<file path="config.mk">
export PLATFORM = sky130hd
export DESIGN_NAME = rgba_pixel_format_packer
export DESIGN_NICKNAME = d
export VERILOG_FILES = /design/src/design/rpfp_pkg.sv /design/src/design/rpfp_convert.sv /design/src/design/rpfp_byte_out.sv /design/src/design/rgba_pixel_format_packer.sv
export SDC_FILE = /design/constraint.sdc
export NUM_CORES = 2
export LEC_CHECK = 0
export ABC_AREA = 0
export BUFFER_PORTS_ARGS = -buffer_cell sky130_fd_sc_hd__buf_2
export CAP_MARGIN = 20
export CELL_PAD_IN_SITES_DETAIL_PLACEMENT = 1
export CELL_PAD_IN_SITES_GLOBAL_PLACEMENT = 2
export CORE_UTILIZATION = 40
export CTS_CLUSTER_DIAMETER = 200
export DETAILED_ROUTE_END_ITERATION = 12
export PLACE_DENSITY_LB_ADDON = 0.25
export SLEW_MARGIN = 20
export SYNTH_ARGS = -nofsm -noshare
export SYNTH_HDL_FRONTEND = slang
export SYNTH_SLANG_ARGS = --single-unit
export TNS_END_PERCENT = 5
</file>
<file path="constraint.sdc">
create_clock -name clock -period 13.5 [get_ports clock]
set_input_delay 2.7 -clock clock [delete_from_list [all_inputs] [get_ports clock]]
set_output_delay 2.7 -clock clock [all_outputs]
set_load 0.01 [all_outputs]
</file>
<file path="src/design/rpfp_pkg.sv">
`timescale 1ns / 1ps
// ----------------------------------------------------------------------------
// rpfp_pkg
// Shared types and constants of the rgba pixel format packer.
// ----------------------------------------------------------------------------
package rpfp_pkg;

   // pixel format codes
   typedef enum logic [3:0] {
      FMT_1BIT       = 4'd0,
      FMT_2BIT       = 4'd1,
      FMT_4BIT       = 4'd2,
      FMT_8BIT       = 4'd3,
      FMT_16BIT      = 4'd4,
      FMT_24BIT      = 4'd5,
      FMT_32BIT      = 4'd6,
      FMT_32ALPHA    = 4'd7,
      FMT_32PREMUL   = 4'd8
   } fmt_type;

   // register indexes of the configuration port
   localparam int unsigned CSR_INDEX_W = 3;
   localparam logic [CSR_INDEX_W-1:0] CSR_PIXEL_FORMAT     = 3'd0;
   localparam logic [CSR_INDEX_W-1:0] CSR_MSB_FIRST        = 3'd1;
   localparam logic [CSR_INDEX_W-1:0] CSR_USE_PALETTE      = 3'd2;
   localparam logic [CSR_INDEX_W-1:0] CSR_CHANNEL_POSITIONS = 3'd3;
   localparam logic [CSR_INDEX_W-1:0] CSR_CHANNEL_MASKS    = 3'd4;

   localparam int unsigned CSR_DATA_W = 48;

   typedef struct packed {
      logic [3:0]  pixel_format;
      logic        msb_first;
      logic        use_palette;
      logic [15:0] channel_positions;
      logic [47:0] channel_masks;
   } cfg_type;

   typedef struct packed {
      logic [7:0] palette_index;
      logic [7:0] alpha;
      logic [7:0] blue;
      logic [7:0] green;
      logic [7:0] red;
   } pixel_type;

   // bytes of one pixel, bytes[0] goes out first
   typedef struct packed {
      logic [3:0][7:0] bytes;
      logic [2:0]      count;
      logic            last;
   } conv_result_type;

endpackage

</file>
<file path="src/design/rpfp_convert.sv">
`timescale 1ns / 1ps
// ----------------------------------------------------------------------------
// rpfp_convert
// Converts one registered pixel into up to four packed bytes and keeps the
// sub-byte packing state.
// ----------------------------------------------------------------------------
module rpfp_convert import rpfp_pkg::*; (
   input  logic            clock,
   input  logic            reset,
   input  logic            advance,
   input  pixel_type       pix,
   input  logic            row_end,
   input  cfg_type         cfg,
   output conv_result_type result
);

   logic [7:0]  acc_ff, acc_in;
   logic [2:0]  pib_ff, pib_in;
   logic [15:0] recip_tab [256];

   // reciprocal table for un-premultiplying, entry i is 65280 / i
   assign recip_tab[0] = 16'd0;
   for (genvar gi = 1; gi < 256; gi++) begin : g_recip
      localparam logic [15:0] Recip = 16'(65280 / gi);
      assign recip_tab[gi] = Recip;
   end

   always_ff @(posedge clock) begin
      if (reset) begin
         acc_ff <= '0;
         pib_ff <= '0;
      end else if (advance) begin
         acc_ff <= acc_in;
         pib_ff <= pib_in;
      end
   end

   always_comb begin
      logic [15:0] gray_sum;
      logic [7:0]  gray;
      logic [15:0] um;
      logic [23:0] prod_r, prod_g, prod_b;
      logic [3:0]  nr, ng, nb, na;
      logic [3:0]  plen;
      logic [7:0]  sub_v;
      logic [2:0]  sub_pos;
      logic [2:0]  sub_sh;
      logic        sub_full;
      logic [7:0]  acc_new;
      logic [15:0] w;
      logic        sub_mode;

      gray_sum = 16'({8'd0, pix.red} * 16'd77) + 16'({8'd0, pix.green} * 16'd151)
               + 16'({8'd0, pix.blue} * 16'd28);
      gray     = gray_sum[15:8];
      um       = recip_tab[pix.alpha];
      prod_r   = 24'(um) * 24'(pix.red);
      prod_g   = 24'(um) * 24'(pix.green);
      prod_b   = 24'(um) * 24'(pix.blue);
      nr = cfg.channel_positions[3:0];
      ng = cfg.channel_positions[7:4];
      nb = cfg.channel_positions[11:8];
      na = cfg.channel_positions[15:12];

      sub_v    = '0;
      sub_pos  = '0;
      sub_sh   = '0;
      sub_full = 1'b0;
      sub_mode = 1'b0;
      plen     = 4'd4;
      w        = '0;

      result.bytes = '0;
      result.count = '0;
      result.last  = row_end;
      acc_in       = '0;
      pib_in       = '0;

      case (cfg.pixel_format)
         FMT_1BIT: begin
            sub_mode = 1'b1;
            sub_v    = {7'd0, cfg.use_palette ? pix.palette_index[0] : pix.green[7]};
            sub_pos  = pib_ff;
            sub_sh   = cfg.msb_first ? 3'd7 - sub_pos : sub_pos;
            sub_full = (sub_pos == 3'd7);
         end
         FMT_2BIT: begin
            sub_mode = 1'b1;
            sub_v    = {6'd0, cfg.use_palette ? pix.palette_index[1:0] : pix.green[7:6]};
            sub_pos  = {1'b0, pib_ff[1:0]};
            sub_sh   = cfg.msb_first ? 3'd6 - {sub_pos[1:0], 1'b0} : {sub_pos[1:0], 1'b0};
            sub_full = (sub_pos[1:0] == 2'd3);
         end
         FMT_4BIT: begin
            sub_mode = 1'b1;
            sub_v    = {4'd0, cfg.use_palette ? pix.palette_index[3:0] : gray[7:4]};
            sub_pos  = {2'd0, pib_ff[0]};
            sub_sh   = cfg.msb_first ? 3'd4 - {pib_ff[0], 2'd0} : {pib_ff[0], 2'd0};
            sub_full = pib_ff[0];
         end
         FMT_8BIT: begin
            result.bytes[0] = cfg.use_palette ? pix.palette_index : gray;
            result.count    = 3'd1;
         end
         FMT_16BIT: begin
            w = (({pix.red, 8'h00} >> nr) & cfg.channel_masks[15:0])
              | (({pix.green, 8'h00} >> ng) & cfg.channel_masks[31:16])
              | (({pix.blue, 8'h00} >> nb) & cfg.channel_masks[47:32]);
            result.bytes[0] = cfg.msb_first ? w[15:8] : w[7:0];
            result.bytes[1] = cfg.msb_first ? w[7:0] : w[15:8];
            result.count    = 3'd2;
         end
         FMT_24BIT, FMT_32BIT, FMT_32PREMUL: begin
            plen = (cfg.pixel_format == FMT_24BIT) ? 4'd3 : 4'd4;
            if (nr < plen) result.bytes[nr[1:0]] = pix.red;
            if (ng < plen) result.bytes[ng[1:0]] = pix.green;
            if (nb < plen) result.bytes[nb[1:0]] = pix.blue;
            if (cfg.pixel_format == FMT_32PREMUL && na < plen)
               result.bytes[na[1:0]] = pix.alpha;
            result.count = plen[2:0];
         end
         FMT_32ALPHA: begin
            // alpha first, colours may overwrite it
            if (na < plen) result.bytes[na[1:0]] = pix.alpha;
            if (nr < plen) result.bytes[nr[1:0]] = prod_r[15:8];
            if (ng < plen) result.bytes[ng[1:0]] = prod_g[15:8];
            if (nb < plen) result.bytes[nb[1:0]] = prod_b[15:8];
            result.count = 3'd4;
         end
         default: begin
            // unused codes: nothing out, packer state untouched
            acc_in = acc_ff;
            pib_in = pib_ff;
         end
      endcase

      acc_new = acc_ff | 8'(sub_v << sub_sh);
      if (sub_mode) begin
         if (sub_full || row_end) begin
            result.bytes[0] = acc_new;
            result.count    = 3'd1;
         end else begin
            acc_in = acc_new;
            pib_in = sub_pos + 3'd1;
         end
      end
   end

endmodule

</file>
<file path="src/design/rpfp_byte_out.sv">
`timescale 1ns / 1ps
// ----------------------------------------------------------------------------
// rpfp_byte_out
// Result register for one pixel's bytes, sent one beat at a time.
// ----------------------------------------------------------------------------
module rpfp_byte_out import rpfp_pkg::*; (
   input  logic            clock,
   input  logic            reset,
   input  logic            load,
   input  conv_result_type result,
   output logic            free,
   output logic            rsp_tvalid,
   input  logic            rsp_tready,
   output logic [7:0]      rsp_tdata,   // data_byte[7:0]
   output logic            rsp_tlast
);

   logic            valid_ff, valid_in;
   logic [3:0][7:0] bytes_ff;
   logic [1:0]      cnt_m1_ff;
   logic            last_ff;
   logic [1:0]      idx_ff, idx_in;
   logic            final_beat;

   assign final_beat = (idx_ff == cnt_m1_ff);
   assign rsp_tvalid = valid_ff;
   assign rsp_tdata  = bytes_ff[idx_ff];
   assign rsp_tlast  = last_ff && final_beat;
   assign free       = !valid_ff || (rsp_tready && final_beat);

   always_comb begin
      valid_in = valid_ff;
      idx_in   = idx_ff;
      if (valid_ff && rsp_tready) begin
         if (final_beat) begin
            valid_in = 1'b0;
            idx_in   = '0;
         end else begin
            idx_in = idx_ff + 2'd1;
         end
      end
      if (load) begin
         valid_in = 1'b1;
         idx_in   = '0;
      end
   end

   always_ff @(posedge clock) begin
      if (reset) begin
         valid_ff <= 1'b0;
         idx_ff   <= '0;
      end else begin
         valid_ff <= valid_in;
         idx_ff   <= idx_in;
      end
   end

   always_ff @(posedge clock) begin
      if (load) begin
         bytes_ff  <= result.bytes;
         cnt_m1_ff <= 2'(result.count - 3'd1);
         last_ff   <= result.last;
      end
   end

endmodule

</file>
<file path="src/design/rgba_pixel_format_packer.sv">
`timescale 1ns / 1ps
// ----------------------------------------------------------------------------
// rgba_pixel_format_packer
// Packs RGBA pixels into a byte stream in the configured raster format.
// ----------------------------------------------------------------------------
// One pixel per req_ beat, with req_tlast marking the last pixel of a row.
// Packed bytes leave one per rsp_ beat; rsp_tlast is set on the last byte
// emitted for a pixel that ends its row (a partial sub-byte is flushed then).
// The csr_ port writes one register per cycle. The user must use it only
// while idle; the block itself does not enforce this. A pixel is registered
// in the input register, converted in a single combinational pass and
// registered again in the result register, which offers its first byte.
// A pixel yields 0 to 4 bytes and the result register sends one byte a
// cycle while rsp_tready is high, so throughput is one pixel per cycle in
// 1/2/4/8-bit modes; in the 16-, 24- and 32-bit modes the byte-wide output
// sets it, with 2, 3 or 4 bytes per pixel.
// The next pixel is converted during the last beat of the previous one.
// When the receiver stalls the result register holds, the input register
// fills and req_tready drops. Reset clears both registers, the packing
// state and the configuration (8-bit format, everything else zero).
// ----------------------------------------------------------------------------
module rgba_pixel_format_packer import rpfp_pkg::*; (
   input  logic                   clock,
   input  logic                   reset,
   input  logic                   req_tvalid,
   output logic                   req_tready,
   input  logic [39:0]            req_tdata,   // red, green, blue, alpha, palette_index
   input  logic                   req_tlast,
   output logic                   rsp_tvalid,
   input  logic                   rsp_tready,
   output logic [7:0]             rsp_tdata,   // data_byte
   output logic                   rsp_tlast,
   input  logic                   csr_wr_en,
   input  logic [CSR_INDEX_W-1:0] csr_index,
   input  logic [CSR_DATA_W-1:0]  csr_wr_data
);

   cfg_type         cfg_ff;
   logic            in_valid_ff;
   pixel_type       pix_ff;
   logic            row_end_ff;
   logic            advance;
   logic            out_free;
   conv_result_type result;

   always_ff @(posedge clock) begin
      if (reset) begin
         cfg_ff.pixel_format      <= FMT_8BIT;
         cfg_ff.msb_first         <= 1'b0;
         cfg_ff.use_palette       <= 1'b0;
         cfg_ff.channel_positions <= '0;
         cfg_ff.channel_masks     <= '0;
      end else if (csr_wr_en) begin
         unique case (csr_index)
            CSR_PIXEL_FORMAT:      cfg_ff.pixel_format      <= csr_wr_data[3:0];
            CSR_MSB_FIRST:         cfg_ff.msb_first         <= csr_wr_data[0];
            CSR_USE_PALETTE:       cfg_ff.use_palette       <= csr_wr_data[0];
            CSR_CHANNEL_POSITIONS: cfg_ff.channel_positions <= csr_wr_data[15:0];
            CSR_CHANNEL_MASKS:     cfg_ff.channel_masks     <= csr_wr_data[47:0];
            default: ;
         endcase
      end
   end

   // pixels with no bytes move on without the result register
   assign advance    = in_valid_ff && (result.count == 3'd0 || out_free);
   assign req_tready = !in_valid_ff || advance;

   always_ff @(posedge clock) begin
      if (reset) begin
         in_valid_ff <= 1'b0;
      end else if (req_tready) begin
         in_valid_ff <= req_tvalid;
      end
   end

   always_ff @(posedge clock) begin
      if (req_tready && req_tvalid) begin
         pix_ff     <= pixel_type'(req_tdata);
         row_end_ff <= req_tlast;
      end
   end

   rpfp_convert u_convert (
      .clock   (clock),
      .reset   (reset),
      .advance (advance),
      .pix     (pix_ff),
      .row_end (row_end_ff),
      .cfg     (cfg_ff),
      .result  (result)
   );

   rpfp_byte_out u_byte_out (
      .clock      (clock),
      .reset      (reset),
      .load       (advance && result.count != 3'd0),
      .result     (result),
      .free       (out_free),
      .rsp_tvalid (rsp_tvalid),
      .rsp_tready (rsp_tready),
      .rsp_tdata  (rsp_tdata),
      .rsp_tlast  (rsp_tlast)
   );

endmodule
</file>
==> flow_metrics.py <==
metrics = {
    "cells_and_area": {
        "mostFrequentLayoutCells": "420 x nand2_1, 332 x inv_1, 239 x fa_1, 200 x a21oi_1, 181 x nor2_1",
        "final_layout_size_suffix_gt1_share_pct": 9.70,
        "nets": 3486,
        "final.fill_count": 7334,
        "stdcell_area_um2": 26300,
        "syn2layout_area_growth_pct": 7.22,
        "layout_commonest_cell": "nand2_1",
        "postLayoutCoreUtil_pct": 43.4,
        "seqCellArea_um2": 3980,
        "multi_input_area_um2": 18400,
    },
    "detailed_routing": {
        "viasPerCell": 6.23,
        "wl_um": 107000,
        "wl_per_cell_um": 28.3,
        "vias": 23556,
        "firstDrtPassIters": 8,
        "drc": 0,
        "drt_iter0_drc": 2098,
        "ant_nets": 0,
    },
    "timing": {
        "rsz0062_at_grt": "no",
        "finalHoldViolCount": 0,
        "holdWs_ns": 0.457,
        "tightest_slew_ns": 1.09,
        "tns_ns": 0,
        "timing.fmax_ghz": 0.107,
        "fin_crit_ns": 9.31,
        "fin_skew_ns": 0.0156,
        "setup_viol": 0,
        "slew_violations": 0,
        "slew_headroom_pct": 26.7,
        "period_share_pct": 69.0,
    },
    "setup_path": {
        "reg2reg_depth": 28,
        "slowest_stage": "nor4b_2",
        "worstPathRequired_ns": 13.68,
        "cp.arrival_ns": 9.49,
        "r2r-end": "u_byte_out.bytes_ff[3]$_DFFE_PP_",
        "r2r_slack_ns": 4.19,
        "start_kind": "flip-flop",
        "end_kind": "flip-flop",
        "critPathMostFrequentCell": "inv_1",
        "crit_type": "reg2reg",
        "slowest_delay_ns": 0.97,
        "worstReg2RegStart": "pix_ff[25]$_DFFE_PP_",
        "cp_max_fo": 28,
    },
    "run_status": {
        "outcome": "finished, final reports clean",
    },
    "power_and_ir_drop": {
        "power_density_nw_per_um2": 217,
        "ir_worst_vdd_v": 0.000269,
        "p_leak_uw": 0.0109,
    },
    "place": {
        "place_congestion": 0.999,
        "dp_hpwl_um": 80600,
        "io_buffer_count": 107,
        "placed_area_um2": 25700,
    },
    "synth": {
        "synth_area_leaders": "fa_1 20%, edfxtp_1 9.3%, ha_1 8.3%, dfxtp_1 6.9%, nand2_1 6.4%",
        "syn-num-nets": 3521,
        "synth_warnings": 0,
        "async_reset_ff_share_pct": 0,
        "synth_seq_area_share_pct": 16.3,
        "yosysTopAreaCell": "fa_1",
        "avgSynthCellArea_um2": 8.10,
        "synth_top_flop_cell": "dfxtp_1",
        "synth_edf_count": 76,
        "synthDistinctLibCells": 103,
        "syn_area_um2": 24500,
        "synth_top_area_share_pct": 19.5,
        "ys_ff_latch": 161,
        "syn-instance-count": 3023,
    },
    "clock_tree": {
        "cts_sinks": 161,
        "numCtsBuffers": 17,
        "post-cts-setup-buffers": 0,
        "clk_path_buf_depth": 2,
        "cts_hold_buf": 0,
        "clock_latency_ns": 0.46,
        "htree_levels": 4,
        "cts_resized": 0,
        "cts_tree": "yes",
        "clockRootBuffer": "clkbuf_16",
        "path_clk_slew_ns": 0.08,
    },
    "global_routing": {
        "grt_overflow": 0,
        "grt_max_degree": 86,
        "grt.total_usage_pct": 34.8,
        "grt_pass1_wl_um": 164000,
        "grt_pass1_vias": 25353,
        "antenna_found_initial": 3,
    },
    "floorplanning": {
        "start_util_pct": 40.5,
        "coreArea_um2": 60500,
        "die-width_um": 249,
        "ios": 108,
        "num_rows": 90,
        "die_h_um": 249,
        "design.die.area_um2": 62200,
    },
    "hold_path": {
        "min_from": "cfg_ff[27]$_SDFFE_PP0P_",
        "hold_depth": 2,
        "min_to": "cfg_ff[27]$_SDFFE_PP0P_",
        "hp-class": "reg2reg",
    },
    "job": {
        "cap_violations": 0,
    },
}
-- where the power goes --
group / switching (µW) / leakage [µW] / internal (µW)
clock network: 249 / 0.000296 / 265
logic: 3010 / 0.00917 / 1580
registers: 18.9 / 0.00143 / 580
total: 3280 / 0.0109 / 2420
-- registers in the layout (all words and copies together), names as in the netlist --
name / flops
u_byte_out.cnt_m1_ff: 2
u_convert.acc_ff: 8
u_byte_out.rsp_tvalid: 1
in_valid_ff: 1
row_end_ff: 1
pix_ff: 40
u_byte_out.bytes_ff: 32
cfg_ff: 70
u_convert.pib_ff: 3
u_byte_out.last_ff: 1
u_byte_out.idx_ff: 2
-- logic make-up after synthesis --
family	count (synthesis)	share of synthesized area, %
muxes	71	3.87
AOI/OAI and AO/OA	700	19.4
and+or+nand+nor	1064	21.0
buffers and inverters	560	8.99
adders and majority gates	402	27.8
DFF	161	16.3
xor gates and xnor gates	65	2.69
-- cells in the mapped netlist, types with 19 or more instances --
cell	n
a211oi_1	22
a21oi_1	201
a221oi_1	33
a222oi_1	19
a31oi_1	24
and2_1	141
and3_1	22
clkbuf_1	183
dfxtp_1	85
edfxtp_1	76
fa_1	239
ha_1	162
inv_1	332
mux2i_1	38
nand2_1	420
nand2b_1	35
nand3_1	64
nor2_1	181
nor2b_1	42
nor3_1	43
o211ai_1	32
o21ai_0	117
o221ai_1	23
o22ai_1	29
or3_1	21
xnor2_1	40
-- layer usage --
metal | wire length [µm] | vias to the layer above | global-route usage, %
met5 | 0 | - | 0
met4 | 4950 | 0 | 15.8
li1 | - | 10321 | -
met3 | 5500 | 236 | 3.69
met2 | 51100 | 904 | 58.6
met1 | 45500 | 12095 | 45.1
-- stage by stage --
stage | worst slack (ns) | total power (µW) | cells
3_5_place_dp | 4.31 | 5140 | 3750
6_report | 4.19 | 5700 | 3784
4_1_cts | 4.27 | 5690 | 3782
3_3_place_gp | 4.52 | 5030 | 3750
5_1_grt | 3.77 | 6120 | 3784
2_1_floorplan | 5.85 | 3370 | 3023
-- critical path: cells and delay by family, from the launching register on --
kind	cells	cell delay (ns)
XOR/XNOR	1	0.74
flip-flops	1	0.37
AO/OA/AOI/OAI	10	2.41
AND/OR/NAND/NOR	5	1.77
buffers and inverters	6	1.07
adder cells (fa/ha/maj)	6	2.64
-- layout make-up --
type                       instances  share of cell area, %
sequential                       161                   15.2
clock buffer                      17                   1.62
tap                              782                   3.72
multi-input combinational       2302                   70.1
timing repair buffer             173                   3.97
clock inverter                    15                  0.624
inverter                         333                   4.76
antenna                            1                0.00953
-- how the worst max path moves through the flow --
| stage | from | to | slack [ns] |
|---|---|---|---|
| 6_report | pix_ff[25]$_DFFE_PP_ | u_byte_out.bytes_ff[3]$_DFFE_PP_ | 4.19 |
| 5_1_grt | pix_ff[25]$_DFFE_PP_ | u_byte_out.bytes_ff[3]$_DFFE_PP_ | 3.77 |
| 4_1_cts | pix_ff[25]$_DFFE_PP_ | u_byte_out.bytes_ff[3]$_DFFE_PP_ | 4.27 |
| 3_5_place_dp | pix_ff[25]$_DFFE_PP_ | u_byte_out.bytes_ff[3]$_DFFE_PP_ | 4.31 |
| 3_3_place_gp | pix_ff[25]$_DFFE_PP_ | u_byte_out.bytes_ff[3]$_DFFE_PP_ | 4.52 |
| 2_1_floorplan | pix_ff[25]$_DFFE_PP_ | u_byte_out.bytes_ff[28]$_DFFE_PP_ | 5.85 |
Note: power is estimated with default switching activity, not from simulation.
